--- src/rtl/core/assert_macros.svh ---
`ifndef ASSERT_MACROS_SVH
`define ASSERT_MACROS_SVH

// Clocked property check, disabled while reset is held low.
`define LRS_ASSERT(lbl, clk, rst_n, prop) \
  lbl: assert property (@(posedge clk) disable iff (!rst_n) (prop)) \
    else $error("lrs assertion failed");

// Condition that must never be seen at a clock edge.
`define LRS_NEVER(lbl, clk, rst_n, cond) \
  `LRS_ASSERT(lbl, clk, rst_n, !(cond))

`endif

--- src/rtl/core/lrs_pkg.sv ---
package lrs_pkg;

  localparam int unsigned LOSS_SCALE_DEF    = 100;
  localparam int unsigned FINE_SCALE_DEF    = 100;
  localparam int unsigned MS_PER_SECOND_DEF = 1000;
  localparam int unsigned US_PER_MS         = 1000;
  localparam int unsigned BPS_PER_KBPS      = 1000;
  localparam logic [31:0] INTERVAL_RESET    = 32'd1000000;

  // Widest constant multiplier (LOSS_SCALE * FINE_SCALE or microseconds per second)
  localparam int MULK_W = 20;
  localparam int NUM_W  = 64 + MULK_W;
  localparam int DIV_W  = 33;
  localparam int CNT_W  = $clog2(NUM_W + 1);

  localparam int LOSS_W = 7;
  localparam int FINE_W = 14;
  localparam int RATE_W = 32;

  localparam int IN_TDATA_W  = 240;
  localparam int OUT_TDATA_W = 272;
  localparam int OUT_TUSER_W = 1;

  typedef struct packed {
    logic [31:0] elapsed_us;
    logic [39:0] recv_bits;
    logic [31:0] recv_packets;
    logic [31:0] highest_packet_number;
    logic [31:0] sent_packets;
    logic [31:0] sent_lost_packets;
    logic [39:0] sent_bits;
  } lrs_item_t;

  typedef struct packed {
    logic [LOSS_W-1:0] tick_loss;
    logic [RATE_W-1:0] tick_rate_kbps;
    logic [RATE_W-1:0] peak_rate_kbps;
    logic              long_valid;
    logic [FINE_W-1:0] long_recv_loss_fine;
    logic [LOSS_W-1:0] long_recv_loss;
    logic [63:0]       long_recv_rate_bps;
    logic [RATE_W-1:0] long_recv_rate_kbps;
    logic [FINE_W-1:0] long_send_loss_fine;
    logic [63:0]       long_send_rate_bps;
  } lrs_res_t;

  // Request to the shared multiply-divide unit: floor(a * k / d)
  typedef struct packed {
    logic              start;
    logic [63:0]       a;
    logic [MULK_W-1:0] k;
    logic [CNT_W-1:0]  kw;
    logic [DIV_W-1:0]  d;
    logic [CNT_W-1:0]  nw;
  } md_req_t;

  typedef enum logic [1:0] {
    MD_IDLE,
    MD_MUL,
    MD_DIV
  } md_state_t;

  typedef enum logic [3:0] {
    SQ_IDLE,
    SQ_ACC,
    SQ_TLOSS,
    SQ_TRATE,
    SQ_LFINE,
    SQ_LCOARSE,
    SQ_LBPS,
    SQ_LKBPS,
    SQ_SFINE,
    SQ_SBPS,
    SQ_DONE
  } sq_state_t;

endpackage

--- src/rtl/core/lrs_muldiv.sv ---
`include "assert_macros.svh"

module lrs_muldiv (
  input  logic                       clk,
  input  logic                       rst_n,
  input  lrs_pkg::md_req_t           req,
  output logic                       done,
  output logic [lrs_pkg::NUM_W-1:0]  quo
);
  import lrs_pkg::*;

  localparam int KIDX_W = $clog2(MULK_W);
  localparam int NIDX_W = $clog2(NUM_W);

  md_state_t         st_r, st_nxt;
  logic [63:0]       a_r, a_nxt;
  logic [MULK_W-1:0] k_r, k_nxt;
  logic [DIV_W-1:0]  d_r, d_nxt;
  logic [CNT_W-1:0]  cnt_r, cnt_nxt;
  logic [CNT_W-1:0]  nw_r, nw_nxt;
  logic [NUM_W-1:0]  acc_r, acc_nxt;
  logic [DIV_W-1:0]  rem_r, rem_nxt;
  logic [NUM_W-1:0]  quo_r, quo_nxt;
  logic              done_r, done_nxt;
  logic              nbit;
  logic [DIV_W:0]    part;
  logic [DIV_W:0]    trial;

  always_comb begin
    st_nxt = st_r;
    case (st_r)
      MD_IDLE: begin
        if (req.start) st_nxt = MD_MUL;
      end
      MD_MUL: begin
        if (cnt_r == '0) st_nxt = MD_DIV;
      end
      MD_DIV: begin
        if (cnt_r == '0) st_nxt = MD_IDLE;
      end
      default: st_nxt = MD_IDLE;
    endcase
  end

  assign nbit  = acc_r[cnt_r[NIDX_W-1:0]];
  assign part  = {rem_r, nbit};
  assign trial = part - {1'b0, d_r};

  always_comb begin
    a_nxt    = a_r;
    k_nxt    = k_r;
    d_nxt    = d_r;
    cnt_nxt  = cnt_r;
    nw_nxt   = nw_r;
    acc_nxt  = acc_r;
    rem_nxt  = rem_r;
    quo_nxt  = quo_r;
    done_nxt = 1'b0;
    case (st_r)
      MD_IDLE: begin
        if (req.start) begin
          a_nxt   = req.a;
          k_nxt   = req.k;
          d_nxt   = req.d;
          nw_nxt  = req.nw;
          cnt_nxt = req.kw - CNT_W'(1);
          acc_nxt = '0;
        end
      end
      MD_MUL: begin
        // MSB-first shift and add over the constant's bits
        acc_nxt = {acc_r[NUM_W-2:0], 1'b0} +
                  (k_r[cnt_r[KIDX_W-1:0]] ? NUM_W'(a_r) : NUM_W'(0));
        if (cnt_r == '0) begin
          cnt_nxt = nw_r - CNT_W'(1);
          rem_nxt = '0;
          quo_nxt = '0;
        end else begin
          cnt_nxt = cnt_r - CNT_W'(1);
        end
      end
      MD_DIV: begin
        // restoring division, one quotient bit per cycle
        if (!trial[DIV_W]) begin
          rem_nxt = trial[DIV_W-1:0];
          quo_nxt = {quo_r[NUM_W-2:0], 1'b1};
        end else begin
          rem_nxt = part[DIV_W-1:0];
          quo_nxt = {quo_r[NUM_W-2:0], 1'b0};
        end
        if (cnt_r == '0) begin
          done_nxt = 1'b1;
        end else begin
          cnt_nxt = cnt_r - CNT_W'(1);
        end
      end
      default: begin
        done_nxt = 1'b0;
      end
    endcase
  end

  always_ff @(posedge clk) begin
    if (!rst_n) begin
      st_r   <= MD_IDLE;
      done_r <= 1'b0;
    end else begin
      st_r   <= st_nxt;
      done_r <= done_nxt;
    end
    a_r   <= a_nxt;
    k_r   <= k_nxt;
    d_r   <= d_nxt;
    cnt_r <= cnt_nxt;
    nw_r  <= nw_nxt;
    acc_r <= acc_nxt;
    rem_r <= rem_nxt;
    quo_r <= quo_nxt;
  end

  assign done = done_r;
  assign quo  = quo_r;

  `LRS_ASSERT(a_rem_below_div, clk, rst_n, (st_r == MD_DIV) |-> (rem_r < d_r))
  `LRS_ASSERT(a_done_after_div, clk, rst_n, done_r |-> ($past(st_r) == MD_DIV))
  `LRS_ASSERT(a_start_when_idle, clk, rst_n, req.start |-> (st_r == MD_IDLE))

endmodule

--- src/rtl/core/lrs_seq.sv ---
`include "assert_macros.svh"

module lrs_seq #(
  parameter int unsigned LOSS_SCALE    = lrs_pkg::LOSS_SCALE_DEF,
  parameter int unsigned FINE_SCALE    = lrs_pkg::FINE_SCALE_DEF,
  parameter int unsigned MS_PER_SECOND = lrs_pkg::MS_PER_SECOND_DEF
) (
  input  logic                      clk,
  input  logic                      rst_n,
  input  logic                      item_valid,
  output logic                      item_ready,
  input  lrs_pkg::lrs_item_t        item,
  input  logic [31:0]               interval,
  output logic                      res_valid,
  input  logic                      res_ready,
  output lrs_pkg::lrs_res_t         res,
  output lrs_pkg::md_req_t          md_req,
  input  logic                      md_done,
  input  logic [lrs_pkg::NUM_W-1:0] md_quo
);
  import lrs_pkg::*;

  localparam int unsigned LF = LOSS_SCALE * FINE_SCALE;
  localparam int unsigned US = MS_PER_SECOND * US_PER_MS;
  localparam int KW_LOSS = $clog2(LOSS_SCALE + 1);
  localparam int KW_MS   = $clog2(MS_PER_SECOND + 1);
  localparam int KW_LF   = $clog2(LF + 1);
  localparam int KW_US   = $clog2(US + 1);

  sq_state_t         st_r, st_nxt;
  logic              wait_r, wait_nxt;
  logic              long_r, long_nxt;
  lrs_item_t         item_r, item_nxt;
  logic [31:0]       prev_rate_r, prev_rate_nxt;
  logic [31:0]       peak_r, peak_nxt;
  logic [31:0]       tick_base_r, tick_base_nxt;
  logic [31:0]       long_base_r, long_base_nxt;
  logic [DIV_W-1:0]  time_sum_r, time_sum_nxt;
  logic [63:0]       rbits_sum_r, rbits_sum_nxt;
  logic [31:0]       rpkts_sum_r, rpkts_sum_nxt;
  logic [31:0]       spkts_sum_r, spkts_sum_nxt;
  logic [31:0]       lost_sum_r, lost_sum_nxt;
  logic [63:0]       sbits_sum_r, sbits_sum_nxt;
  logic [LOSS_W-1:0] tl_r, tl_nxt;
  logic [31:0]       rate_r, rate_nxt;
  logic [FINE_W-1:0] fine_r, fine_nxt;
  logic [LOSS_W-1:0] coarse_r, coarse_nxt;
  logic [63:0]       bps_r, bps_nxt;
  logic [31:0]       kbps_r, kbps_nxt;
  logic [FINE_W-1:0] sfine_r, sfine_nxt;
  logic [63:0]       sbps_r, sbps_nxt;

  logic [31:0]       adv_t, adv_l;
  logic              tl_go, lf_go, sf_go, op_go, op_fin;
  logic [64:0]       rbits_add, sbits_add;
  logic [32:0]       avg_sum;
  logic [31:0]       avg;
  logic [31:0]       sat32;
  logic [63:0]       sat64;
  logic              start_w;
  logic [63:0]       op_a;
  logic [MULK_W-1:0] op_k;
  logic [CNT_W-1:0]  op_kw;
  logic [DIV_W-1:0]  op_d;
  logic [CNT_W-1:0]  op_nw;

  assign adv_t = item_r.highest_packet_number - tick_base_r;
  assign adv_l = item_r.highest_packet_number - long_base_r;
  assign tl_go = (adv_t != '0) && (adv_t > item_r.recv_packets);
  assign lf_go = (adv_l != '0) && (adv_l >= rpkts_sum_r);
  assign sf_go = (spkts_sum_r != '0) && (spkts_sum_r >= lost_sum_r);

  always_comb begin
    case (st_r)
      SQ_TLOSS:   op_go = tl_go;
      SQ_LFINE:   op_go = lf_go;
      SQ_LCOARSE: op_go = lf_go;
      SQ_SFINE:   op_go = sf_go;
      default:    op_go = 1'b1;
    endcase
  end

  // An operation finishes when the unit reports done, or at once when skipped
  assign op_fin = wait_r ? md_done : !op_go;

  assign sat32 = (md_quo[NUM_W-1:32] != '0) ? '1 : md_quo[31:0];
  assign sat64 = (md_quo[NUM_W-1:64] != '0) ? '1 : md_quo[63:0];

  assign rbits_add = {1'b0, rbits_sum_r} + 65'(item_r.recv_bits);
  assign sbits_add = {1'b0, sbits_sum_r} + 65'(item_r.sent_bits);

  assign avg_sum = {1'b0, prev_rate_r} + {1'b0, rate_r};
  assign avg     = avg_sum[32:1];

  // Next state
  always_comb begin
    st_nxt = st_r;
    case (st_r)
      SQ_IDLE:    if (item_valid) st_nxt = SQ_ACC;
      SQ_ACC:     st_nxt = SQ_TLOSS;
      SQ_TLOSS:   if (op_fin) st_nxt = SQ_TRATE;
      SQ_TRATE:   if (op_fin) st_nxt = long_r ? SQ_LFINE : SQ_DONE;
      SQ_LFINE:   if (op_fin) st_nxt = SQ_LCOARSE;
      SQ_LCOARSE: if (op_fin) st_nxt = SQ_LBPS;
      SQ_LBPS:    if (op_fin) st_nxt = SQ_LKBPS;
      SQ_LKBPS:   if (op_fin) st_nxt = SQ_SFINE;
      SQ_SFINE:   if (op_fin) st_nxt = SQ_SBPS;
      SQ_SBPS:    if (op_fin) st_nxt = SQ_DONE;
      SQ_DONE:    if (res_ready) st_nxt = SQ_IDLE;
      default:    st_nxt = SQ_IDLE;
    endcase
  end

  // Operand selection for the shared unit
  always_comb begin
    op_a  = '0;
    op_k  = MULK_W'(1);
    op_kw = CNT_W'(1);
    op_d  = DIV_W'(1);
    op_nw = CNT_W'(1);
    case (st_r)
      SQ_TLOSS: begin
        op_a  = 64'(adv_t - item_r.recv_packets);
        op_k  = MULK_W'(LOSS_SCALE);
        op_kw = CNT_W'(KW_LOSS);
        op_d  = DIV_W'(adv_t);
        op_nw = CNT_W'(32 + KW_LOSS);
      end
      SQ_TRATE: begin
        op_a  = 64'(item_r.recv_bits);
        op_k  = MULK_W'(MS_PER_SECOND);
        op_kw = CNT_W'(KW_MS);
        op_d  = DIV_W'(item_r.elapsed_us);
        op_nw = CNT_W'(40 + KW_MS);
      end
      SQ_LFINE: begin
        op_a  = 64'(adv_l - rpkts_sum_r);
        op_k  = MULK_W'(LF);
        op_kw = CNT_W'(KW_LF);
        op_d  = DIV_W'(adv_l);
        op_nw = CNT_W'(32 + KW_LF);
      end
      SQ_LCOARSE: begin
        // fine / FINE_SCALE folds into one ratio with the coarse scale
        op_a  = 64'(adv_l - rpkts_sum_r);
        op_k  = MULK_W'(LOSS_SCALE);
        op_kw = CNT_W'(KW_LOSS);
        op_d  = DIV_W'(adv_l);
        op_nw = CNT_W'(32 + KW_LOSS);
      end
      SQ_LBPS: begin
        op_a  = rbits_sum_r;
        op_k  = MULK_W'(US);
        op_kw = CNT_W'(KW_US);
        op_d  = time_sum_r;
        op_nw = CNT_W'(64 + KW_US);
      end
      SQ_LKBPS: begin
        // bps / 1000 folds into bits * MS_PER_SECOND / time
        op_a  = rbits_sum_r;
        op_k  = MULK_W'(MS_PER_SECOND);
        op_kw = CNT_W'(KW_MS);
        op_d  = time_sum_r;
        op_nw = CNT_W'(64 + KW_MS);
      end
      SQ_SFINE: begin
        op_a  = 64'(lost_sum_r);
        op_k  = MULK_W'(LF);
        op_kw = CNT_W'(KW_LF);
        op_d  = DIV_W'(spkts_sum_r);
        op_nw = CNT_W'(32 + KW_LF);
      end
      SQ_SBPS: begin
        op_a  = sbits_sum_r;
        op_k  = MULK_W'(US);
        op_kw = CNT_W'(KW_US);
        op_d  = time_sum_r;
        op_nw = CNT_W'(64 + KW_US);
      end
      default: begin
        op_a = '0;
      end
    endcase
  end

  // Datapath and outputs
  always_comb begin
    wait_nxt      = wait_r;
    long_nxt      = long_r;
    item_nxt      = item_r;
    prev_rate_nxt = prev_rate_r;
    peak_nxt      = peak_r;
    tick_base_nxt = tick_base_r;
    long_base_nxt = long_base_r;
    time_sum_nxt  = time_sum_r;
    rbits_sum_nxt = rbits_sum_r;
    rpkts_sum_nxt = rpkts_sum_r;
    spkts_sum_nxt = spkts_sum_r;
    lost_sum_nxt  = lost_sum_r;
    sbits_sum_nxt = sbits_sum_r;
    tl_nxt        = tl_r;
    rate_nxt      = rate_r;
    fine_nxt      = fine_r;
    coarse_nxt    = coarse_r;
    bps_nxt       = bps_r;
    kbps_nxt      = kbps_r;
    sfine_nxt     = sfine_r;
    sbps_nxt      = sbps_r;
    start_w       = 1'b0;
    res_valid     = 1'b0;

    case (st_r)
      SQ_IDLE: begin
        if (item_valid) begin
          item_nxt = item;
          if (item.elapsed_us == '0) item_nxt.elapsed_us = 32'd1;
        end
      end
      SQ_ACC: begin
        time_sum_nxt  = time_sum_r + DIV_W'(item_r.elapsed_us);
        long_nxt      = (time_sum_r + DIV_W'(item_r.elapsed_us)) >= DIV_W'(interval);
        rbits_sum_nxt = rbits_add[64] ? '1 : rbits_add[63:0];
        sbits_sum_nxt = sbits_add[64] ? '1 : sbits_add[63:0];
        rpkts_sum_nxt = rpkts_sum_r + item_r.recv_packets;
        spkts_sum_nxt = spkts_sum_r + item_r.sent_packets;
        lost_sum_nxt  = lost_sum_r + item_r.sent_lost_packets;
      end
      SQ_DONE: begin
        if (res_ready) begin
          res_valid     = 1'b1;
          prev_rate_nxt = rate_r;
          if (peak_r < avg) peak_nxt = avg;
          tick_base_nxt = item_r.highest_packet_number;
          if (long_r) begin
            time_sum_nxt  = '0;
            rbits_sum_nxt = '0;
            rpkts_sum_nxt = '0;
            spkts_sum_nxt = '0;
            lost_sum_nxt  = '0;
            sbits_sum_nxt = '0;
            long_base_nxt = item_r.highest_packet_number;
          end
        end
      end
      default: begin
        // one operation state: launch, skip with a zero result, or collect
        if (!wait_r) begin
          if (op_go) begin
            start_w  = 1'b1;
            wait_nxt = 1'b1;
          end else begin
            case (st_r)
              SQ_TLOSS:   tl_nxt     = '0;
              SQ_LFINE:   fine_nxt   = '0;
              SQ_LCOARSE: coarse_nxt = '0;
              SQ_SFINE:   sfine_nxt  = '0;
              default:    tl_nxt     = tl_r;
            endcase
          end
        end else if (md_done) begin
          wait_nxt = 1'b0;
          case (st_r)
            SQ_TLOSS:   tl_nxt     = md_quo[LOSS_W-1:0];
            SQ_TRATE:   rate_nxt   = sat32;
            SQ_LFINE:   fine_nxt   = md_quo[FINE_W-1:0];
            SQ_LCOARSE: coarse_nxt = md_quo[LOSS_W-1:0];
            SQ_LBPS:    bps_nxt    = sat64;
            SQ_LKBPS:   kbps_nxt   = sat32;
            SQ_SFINE:   sfine_nxt  = md_quo[FINE_W-1:0];
            SQ_SBPS:    sbps_nxt   = sat64;
            default:    wait_nxt   = 1'b0;
          endcase
        end
      end
    endcase
  end

  assign item_ready = (st_r == SQ_IDLE);

  assign md_req.start = start_w;
  assign md_req.a     = op_a;
  assign md_req.k     = op_k;
  assign md_req.kw    = op_kw;
  assign md_req.d     = op_d;
  assign md_req.nw    = op_nw;

  assign res.tick_loss           = tl_r;
  assign res.tick_rate_kbps      = avg;
  assign res.peak_rate_kbps      = (peak_r < avg) ? avg : peak_r;
  assign res.long_valid          = long_r;
  assign res.long_recv_loss_fine = long_r ? fine_r : '0;
  assign res.long_recv_loss      = long_r ? coarse_r : '0;
  assign res.long_recv_rate_bps  = long_r ? bps_r : '0;
  assign res.long_recv_rate_kbps = long_r ? kbps_r : '0;
  assign res.long_send_loss_fine = long_r ? sfine_r : '0;
  assign res.long_send_rate_bps  = long_r ? sbps_r : '0;

  always_ff @(posedge clk) begin
    if (!rst_n) begin
      st_r        <= SQ_IDLE;
      wait_r      <= 1'b0;
      long_r      <= 1'b0;
      prev_rate_r <= '0;
      peak_r      <= '0;
      tick_base_r <= '0;
      long_base_r <= '0;
      time_sum_r  <= '0;
      rbits_sum_r <= '0;
      rpkts_sum_r <= '0;
      spkts_sum_r <= '0;
      lost_sum_r  <= '0;
      sbits_sum_r <= '0;
    end else begin
      st_r        <= st_nxt;
      wait_r      <= wait_nxt;
      long_r      <= long_nxt;
      prev_rate_r <= prev_rate_nxt;
      peak_r      <= peak_nxt;
      tick_base_r <= tick_base_nxt;
      long_base_r <= long_base_nxt;
      time_sum_r  <= time_sum_nxt;
      rbits_sum_r <= rbits_sum_nxt;
      rpkts_sum_r <= rpkts_sum_nxt;
      spkts_sum_r <= spkts_sum_nxt;
      lost_sum_r  <= lost_sum_nxt;
      sbits_sum_r <= sbits_sum_nxt;
    end
    item_r   <= item_nxt;
    tl_r     <= tl_nxt;
    rate_r   <= rate_nxt;
    fine_r   <= fine_nxt;
    coarse_r <= coarse_nxt;
    bps_r    <= bps_nxt;
    kbps_r   <= kbps_nxt;
    sfine_r  <= sfine_nxt;
    sbps_r   <= sbps_nxt;
  end

  `LRS_ASSERT(a_md_done_expected, clk, rst_n, md_done |-> wait_r)
  `LRS_ASSERT(a_sums_clear, clk, rst_n, (res_valid && long_r) |=> (time_sum_r == '0))
  `LRS_ASSERT(a_base_follows, clk, rst_n,
    res_valid |=> (tick_base_r == $past(item_r.highest_packet_number)))

endmodule

--- src/rtl/core/link_loss_and_rate_statistics.sv ---
// Datapath: one shared shift-add multiply / restoring divide unit runs every ratio, one
//   bit per cycle; a tick that closes a long interval runs further ratios than a plain tick.
// Throughput: one tick at a time; in_tready stays low until the result is in the
//   output register, which holds it while the next tick is taken.
// Reset: rst_n synchronous, active low; clears the running sums, peak rate and packet bases, interval to 1000000 us.
module link_loss_and_rate_statistics #(
  parameter int unsigned LOSS_SCALE    = lrs_pkg::LOSS_SCALE_DEF,
  parameter int unsigned FINE_SCALE    = lrs_pkg::FINE_SCALE_DEF,
  parameter int unsigned MS_PER_SECOND = lrs_pkg::MS_PER_SECOND_DEF
) (
  input  logic                             clk,
  input  logic                             rst_n,
  input  logic                             in_tvalid,
  output logic                             in_tready,
  // elapsed_us, recv_bits, recv_packets, highest_packet_number,
  // sent_packets, sent_lost_packets, sent_bits
  input  logic [lrs_pkg::IN_TDATA_W-1:0]   in_tdata,
  output logic                             out_tvalid,
  input  logic                             out_tready,
  // tick_loss, tick_rate_kbps, peak_rate_kbps, long_recv_loss_fine, long_recv_loss,
  // long_recv_rate_bps, long_recv_rate_kbps, long_send_loss_fine, long_send_rate_bps
  output logic [lrs_pkg::OUT_TDATA_W-1:0]  out_tdata,
  // long_valid
  output logic [lrs_pkg::OUT_TUSER_W-1:0]  out_tuser,
  input  logic                             cfg_valid,
  output logic                             cfg_ready,
  input  logic [31:0]                      cfg_data
);
  import lrs_pkg::*;

  lrs_item_t               item;
  lrs_res_t                res;
  md_req_t                 md_req;
  logic                    md_done;
  logic [NUM_W-1:0]        md_quo;
  logic                    res_valid;
  logic                    res_ready;
  logic [31:0]             interval_r, interval_nxt;
  logic                    out_tvalid_r, out_tvalid_nxt;
  logic [OUT_TDATA_W-1:0]  out_tdata_r, out_tdata_nxt;
  logic [OUT_TUSER_W-1:0]  out_tuser_r, out_tuser_nxt;

  assign item.elapsed_us            = in_tdata[31:0];
  assign item.recv_bits             = in_tdata[71:32];
  assign item.recv_packets          = in_tdata[103:72];
  assign item.highest_packet_number = in_tdata[135:104];
  assign item.sent_packets          = in_tdata[167:136];
  assign item.sent_lost_packets     = in_tdata[199:168];
  assign item.sent_bits             = in_tdata[239:200];

  assign cfg_ready = 1'b1;
  assign res_ready = !out_tvalid_r || out_tready;

  lrs_seq #(
    .LOSS_SCALE    (LOSS_SCALE),
    .FINE_SCALE    (FINE_SCALE),
    .MS_PER_SECOND (MS_PER_SECOND)
  ) u_seq (
    .clk        (clk),
    .rst_n      (rst_n),
    .item_valid (in_tvalid),
    .item_ready (in_tready),
    .item       (item),
    .interval   (interval_r),
    .res_valid  (res_valid),
    .res_ready  (res_ready),
    .res        (res),
    .md_req     (md_req),
    .md_done    (md_done),
    .md_quo     (md_quo)
  );

  lrs_muldiv u_muldiv (
    .clk   (clk),
    .rst_n (rst_n),
    .req   (md_req),
    .done  (md_done),
    .quo   (md_quo)
  );

  always_comb begin
    interval_nxt = interval_r;
    if (cfg_valid) interval_nxt = cfg_data;
  end

  always_comb begin
    out_tvalid_nxt = out_tvalid_r;
    out_tdata_nxt  = out_tdata_r;
    out_tuser_nxt  = out_tuser_r;
    if (res_valid) begin
      out_tvalid_nxt = 1'b1;
      out_tdata_nxt  = {6'd0,
                        res.long_send_rate_bps,
                        res.long_send_loss_fine,
                        res.long_recv_rate_kbps,
                        res.long_recv_rate_bps,
                        res.long_recv_loss,
                        res.long_recv_loss_fine,
                        res.peak_rate_kbps,
                        res.tick_rate_kbps,
                        res.tick_loss};
      out_tuser_nxt  = res.long_valid;
    end else if (out_tready) begin
      // drop valid once the transfer completes
      out_tvalid_nxt = 1'b0;
    end
  end

  always_ff @(posedge clk) begin
    if (!rst_n) begin
      interval_r   <= INTERVAL_RESET;
      out_tvalid_r <= 1'b0;
    end else begin
      interval_r   <= interval_nxt;
      out_tvalid_r <= out_tvalid_nxt;
    end
    out_tdata_r <= out_tdata_nxt;
    out_tuser_r <= out_tuser_nxt;
  end

  assign out_tvalid = out_tvalid_r;
  assign out_tdata  = out_tdata_r;
  assign out_tuser  = out_tuser_r;

endmodule
--- config.mk ---
export PLATFORM = sky130hd
export DESIGN_NAME = link_loss_and_rate_statistics
export DESIGN_NICKNAME = d
export VERILOG_FILES = /design/src/rtl/core/lrs_pkg.sv /design/src/rtl/core/lrs_muldiv.sv /design/src/rtl/core/lrs_seq.sv /design/src/rtl/core/link_loss_and_rate_statistics.sv
export VERILOG_INCLUDE_DIRS = /design/src /design/src/rtl/core
export SDC_FILE = /design/constraint.sdc
export NUM_CORES = 2
export LEC_CHECK = 0
export ABC_AREA = 1
export BUFFER_PORTS_ARGS = -buffer_cell sky130_fd_sc_hd__buf_4
export CAP_MARGIN = 20
export CELL_PAD_IN_SITES_DETAIL_PLACEMENT = 1
export CELL_PAD_IN_SITES_GLOBAL_PLACEMENT = 2
export CORE_MARGIN = 5
export CORE_UTILIZATION = 42
export CTS_BUF_LIST = sky130_fd_sc_hd__clkbuf_8
export CTS_CLUSTER_SIZE = 16
export DETAILED_ROUTE_END_ITERATION = 8
export PLACE_DENSITY_LB_ADDON = 0.2
export RECOVER_POWER = 50
export SLEW_MARGIN = 0
export SYNTH_ARGS = -nofsm -noshare
export SYNTH_HDL_FRONTEND = slang
export SYNTH_SLANG_ARGS = --single-unit
--- constraint.sdc ---
create_clock -name clk -period 36.2 [get_ports clk]
set_clock_uncertainty 0.05 [all_clocks]
set_input_delay 7.24 -clock clk [delete_from_list [all_inputs] [get_ports clk]]
set_output_delay 7.24 -clock clk [all_outputs]
set_load 0.03 [all_outputs]
**After elaboration in Yosys (flattened, before gate mapping)**

Index checks and enable logic that the tools add are counted.

- Add/sub/neg operators: 16
- Multipliers: 0
- Div/mod/pow operators: 0
- Magnitude comparators: 7
- Equality and inequality tests: 29
- Shift-type cells: 0
- Multiplexer cells: 87
- Bitwise gates (word level): 1
- Reductions and logical operators: 47

Operators by type and width:

| kind | number |
|---|---|
| $mux 64 | 6 |
| $pmux 64 s6 | 1 |
| $pmux 84 s2 | 2 |
| $pmux 64 s2 | 2 |
| $pmux 32 s2 | 3 |
| $mux 84 | 2 |
| $pmux 33 s5 | 1 |
| $mux 14 | 10 |
| $mux 33 | 4 |
| $pmux 33 s2 | 2 |
| $add 64x40->65 | 2 |
| $mux 32 | 4 |
| $add 32x32->32 | 3 |
| $reduce_bool 32->1 | 3 |
| $mux 7 | 13 |
| $add 84x84->84 | 1 |
| $pmux 20 s4 | 1 |
| $sub 32x32->33 | 2 |
| $ge 32x32->1 | 2 |
| $sub 32x32->32 | 2 |
| $reduce_bool 52->1 | 1 |
| $mux 4 | 11 |
| $pmux 4 s11 | 1 |
| $pmux 7 s5 | 1 |
| other kinds (43) | 107 |

- Bits in registers: 1,500
- Latch bits: 0
- RAM bits: 0
- Memory bits (read-only): 0
- Output and inout port bits: 276
- Memories: 0

**Logic depth before layout (Yosys ltp)**

- Depth in word-level cells: 9
- Gate-level depth with buffers: 33
- Mapped depth without buffers: 33

**Cells and area by module**

A second synthesis with hierarchy kept.

- Cell total of the unflattened synthesis: 11,705
- Area, all modules: 91,601.6 um2

Modules (own cells, without submodules):

| module | times used | cells each | area an instance (um2) | seq. area each (um2) |
|---|---|---|---|---|
| lrs_seq | 1 | 8,126 | 59,454.5 | 22,061.2 |
| lrs_muldiv | 1 | 3,159 | 22,937.0 | 10,029.6 |
| link_loss_and_rate_statistics | 1 | 420 | 9,210.1 | 8,678.3 |

**Least setup slack after synthesis**

Ideal clock, no wire load.

- Kind: input to register
- Start: input in_tvalid
- End: register u_seq.item_r[0] (netlist bit) (enable)
- Arrival: 17,130 ps
- Required time: 35,304 ps
- Setup slack: 18,175 ps
- Cell stages on the path: 2
- Cell sequence: inv_1 nor2_1

- Cells in the longest elaborated chain, start to end: 1

Ends and longest elaborated chain:

| item | line | text |
|---|---|---|
| from (decl) | link_loss_and_rate_statistics.sv:13 | `input logic in_tvalid,` |
| $reduce_and 2->1 (no source line) | - |  |
| to (signal assigned) | lrs_seq.sv:328 | `item_r <= item_nxt;` |
| to (decl) | lrs_seq.sv:33 | `lrs_item_t item_r, item_nxt;` |

No other way between the ends.
A chain may end at the register's enable or synchronous reset.

**Final worst setup path**

- Start: register u_muldiv.cnt_r[0]
- End: register u_muldiv.acc_r[79], data pin

- Cells in the longest elaborated chain, start to end: 5

Ends and longest elaborated chain:

| item | line | text |
|---|---|---|
| from (decl) | lrs_muldiv.sv:19 | `logic [CNT_W-1:0] cnt_r, cnt_nxt;` |
| from (signal assigned) | lrs_muldiv.sv:114 | `cnt_r <= cnt_nxt;` |
| $bmux 1 s5 | lrs_muldiv.sv:73 | `(k_r[cnt_r[KIDX_W-1:0]] ? NUM_W'(a_r) : NUM_W'(0));` |
| $mux 1 (implied by the code) | lrs_muldiv.sv:73 |  |
| $mux 64 | lrs_muldiv.sv:73 |  |
| $add 84x84->84 | lrs_muldiv.sv:72 | `acc_nxt = {acc_r[NUM_W-2:0], 1'b0} +` |
| $pmux 84 s2 | lrs_muldiv.sv:59 | `case (st_r)` |
| to (signal assigned) | lrs_muldiv.sv:116 | `acc_r <= acc_nxt;` |
| to (decl) | lrs_muldiv.sv:21 | `logic [NUM_W-1:0] acc_r, acc_nxt;` |

No other way between the ends. The select of a mux whose other input is x is not followed.

==> impl_metrics.py <==
metrics = {
    "outcome": {
        "status": "finished with violations",
        "violations": "capacitance limit, slew limit",
    },
    "setup_path": {
        "cp_slowest_cell": "clkbuf_1",
        "rr_startpoint": "u_muldiv.cnt_r[0]$_DFFE_PP_",
        "path_delay_family": "buffers and inverters",
        "required_ns": 36.93,
        "crit_buf_inv": 6,
        "r2r_setup_slack_ns": 24.60,
        "crit_path_end_kind": "flop",
        "path_class": "flop to flop",
        "arrival_ns": 12.33,
        "ff2ff_path_depth": 24,
        "crit_chain": "clkbuf_1 -> inv_1 -> clkbuf_1 -> nand2_1 -> nand4_1 -> nand3_1 -> clkbuf_1 -> nor2_1 -> ha_1 -> inv_1 -> o21ai_0 -> a21oi_1 -> o21ai_0 -> a21oi_1 -> o21ai_0 -> a21oi_1 -> o21ai_0 -> nand2_1 -> inv_1 -> nand3_1 -> nand2_1 -> nand3_1 -> nand2_1 -> nor2_1",
        "startpoint_type": "flop",
        "reg2reg_to": "u_muldiv.acc_r[79]$_SDFFCE_PN0P_",
        "max_stage_delay_ns": 1.91,
        "cp_max_fo": 46,
    },
    "placement": {
        "io_buffers": 545,
        "hpwl_um": 255700,
        "placedCellCount": 13800,
        "placed_area_um2": 94690,
        "gp_congestion": 0.9728,
    },
    "route": {
        "vias": 77690,
        "first_pass_iters": 5,
        "wl_per_cell_um": 22.85,
        "drtIter0Drc": 5284,
        "ant_nets": 0,
        "drc": 0,
        "viasPerCell": 5.432,
        "wirelength_um": 326800,
    },
    "cells_and_area": {
        "post-route-util": 0.4807,
        "instances_no_fill": 14300,
        "syn2layout_area_growth_pct": 13.86,
        "final_area_um2": 99640,
        "fin_nets": 12150,
        "layout-drive-gt1-share": 0.09612,
        "final_cell_mix": "nand2_1, inv_1, a21oi_1, edfxtp_1, nor2_1",
        "layout.cells.most_common": "nand2_1",
    },
    "timing": {
        "max_freq_ghz": 0.08622,
        "finalCriticalPeriod_ns": 11.60,
        "fin_setup_tns_ns": 0,
        "slew_headroom": -1.909,
        "finalHoldViolCount": 0,
        "tightestPinTransition_ns": 4.363,
        "whs_ns": 0.3758,
        "finalCritPeriodShare": 0.3204,
        "finalSetupViolations": 0,
        "rsz0062_at_grt": "false",
        "slew_viol_final": 1318,
    },
    "yosys": {
        "synth-async-reset-ratio": 0,
        "syn-cell-area_um2": 87510,
        "synth_top_area_cell": "edfxtp_1",
        "synth-seq-area-share": 0.4621,
        "synth_area_leaders": "edfxtp_1, dfxtp_1, nand2_1",
        "synthFlopType": "edfxtp_1",
        "yosysUniqueCellTypes": 77,
        "synthCells": 10700,
        "synth_top_area_frac": 0.3644,
        "syn_avg_cell_area_um2": 8.179,
        "ys_seq_elements": 1489,
        "synth_warnings": 0,
        "synth_edf_count": 1062,
    },
    "clock_network": {
        "numClockSinks": 1489,
        "cts_tree": "built",
        "cts.clk_slew.worst_paths_ns": 0.06,
        "cts_setup_buffers": 0,
        "clock-root-buffer": "clkbuf_8",
        "clk_latency_ns": 1.06,
        "numCtsBuffers": 286,
        "ctsHtreeMaxLevel": 5,
        "cts.repair.resized": 0,
        "cts_hold_buf": 0,
        "ctsLongestPathBuffers": 4,
    },
    "grt": {
        "grt_pass1_vias": 79890,
        "antenna_found_initial": 15,
        "grt_pass1_wl_um": 489100,
        "grt_max_degree": 163,
        "grt-ovfl-total": 0,
        "grt.total_usage": 0.2910,
    },
    "power": {
        "p_sw_frac": 0.4663,
        "pwr-share-clk": 0.200,
        "power_frac_comb": 0.485,
        "p_int_uw": 4247,
        "p_seq_frac": 0.315,
        "leakage_uw": 0.04370,
        "ir_worst_vdd_uv": 59.00,
        "p_per_area_nw_per_um2": 79.86,
        "p_sw_uw": 3710,
    },
    "min_path": {
        "min_to": "out_tdata[4]$_DFFE_PP_",
        "holdCritStartpoint": "u_seq.tl_r[4]$_DFFE_PP_",
        "min_path_type": "flop to flop",
        "whs_path_depth": 0,
    },
    "floorplan": {
        "die_x_um": 466.5,
        "ioPinCount": 553,
        "die_area_um2": 217600,
        "core-area_um2": 207300,
        "num_rows": 167,
        "dieHeight_um": 466.5,
        "initial_core_util": 0.4222,
    },
    "run": {
        "cap_violations": 27,
    },
}
metal layers:
metal	vias up	share of wire	wire [um]	GRT usage
met4	4	0.037	12150	0.1038
met2	2009	0.46	151800	0.4826
met5	-	0.000080	26	0
li1	37100	-	-	-
met3	485	0.056	18380	0.04931
met1	38090	0.44	144400	0.3840
logic make-up (layout without fill, tap and decap cells):
kind of cell / after synthesis / after routing / share of synthesized area
and+or+nand+nor: 3787 / 3787 / 0.1782
AOI/OAI and AO/OA: 2575 / 2575 / 0.1663
DFF: 1489 / 1489 / 0.4621
buffers and inverters: 2065 / 2868 / 0.08925
xor gates and xnor gates: 208 / 208 / 0.02099
other: 2 / 15 / 0.00008582
adders and majority gates: 573 / 573 / 0.08304
layout make-up:
type                            instances  area [um^2]
Fill cell                           25150       107600
Sequential cell                      1489        40440
Multi-Input combinational cell       7150        39310
Inverter                             1744         6554
Timing Repair Buffer                  631         4573
Clock buffer                          308         4239
Tap cell                             2788         3488
Clock inverter                        185         1017
Antenna cell                            8        20.02
worst max path at each step:
stage	cells past startpoint	slack [ns]	endpoint	startpoint
6_report	24	24.60	u_muldiv.acc_r[79]$_SDFFCE_PN0P_	u_muldiv.cnt_r[0]$_DFFE_PP_
5_1_grt	24	24.05	u_muldiv.acc_r[79]$_SDFFCE_PN0P_	u_muldiv.cnt_r[0]$_DFFE_PP_
4_1_cts	8	25.77	out_tdata[137]$_SDFFCE_PN0P_	out_tready
3_5_place_dp	8	24.67	out_tdata[139]$_SDFFCE_PN0P_	out_tready
3_3_place_gp	7	24.38	out_tdata[248]$_SDFFCE_PN0P_	out_tready
2_1_floorplan	2	18.17	u_seq.item_r[0]$_DFFE_PP_	in_tvalid
per-stage QoR:
stage                     total power [uW]  setup WS [ns]
after floorplan                       4973          18.17
after global placement                6220          24.38
after detailed placement              6337          24.67
after CTS                             7968          25.77
after global routing                  8492          24.05
final                                 7957          24.60
cells in the mapped netlist, drive strengths merged (22+ instances only):
| master | count |
|---|---|
| xor2 | 138 |
| inv | 1741 |
| a21oi | 1177 |
| edfxtp | 1062 |
| xnor2 | 70 |
| a21o | 28 |
| a22oi | 25 |
| o21a | 80 |
| a221oi | 42 |
| o2111ai | 46 |
| ha | 560 |
| o211ai | 22 |
| nor4 | 59 |
| nand4 | 75 |
| nor2 | 878 |
| clkbuf | 279 |
| nand2 | 2252 |
| buf | 42 |
| or2 | 55 |
| o21bai | 59 |
| o21ai | 825 |
| a31oi | 95 |
| nand3b | 35 |
| dfxtp | 427 |
| nand3 | 317 |
| a21boi | 87 |
| nor3 | 102 |
flip-flops by register name (all words and copies together), names as in the netlist, 33 cells and up:
name	flops
u_seq.rbits_sum_r	64
u_muldiv.d_r	33
out_tdata	266
u_muldiv.acc_r	84
u_muldiv.quo	84
u_seq.sbps_r	64
u_seq.sbits_sum_r	64
u_muldiv.rem_r	33
u_muldiv.a_r	64
u_seq.item_r	240
u_seq.bps_r	64
u_seq.time_sum_r	33
power groups by stage:
stage / combinational [uW] / sequential [uW] / clock (uW)
global route: 4240 / 2520 / 1730
finish: 3860 / 2500 / 1590
detailed placement: 3810 / 2530 / 0
floorplan: 2480 / 2500 / 0
global placement: 3700 / 2520 / 0
CTS: 3830 / 2500 / 1640
worst register-to-register path, stage by stage (launching register included):
cell	delay [ns]
edfxtp_1	0.32
clkbuf_1	1.91
inv_1	1.19
clkbuf_1	0.86
nand2_1	0.30
nand4_1	0.22
nand3_1	0.66
clkbuf_1	1.78
nor2_1	0.15
ha_1	0.43
inv_1	0.07
o21ai_0	0.27
a21oi_1	0.13
o21ai_0	0.51
a21oi_1	0.23
o21ai_0	0.46
a21oi_1	0.24
o21ai_0	0.71
nand2_1	0.23
inv_1	0.13
nand3_1	0.08
nand2_1	0.19
nand3_1	0.11
nand2_1	0.07
nor2_1	0.05
Power figures use the tool's default switching activity.
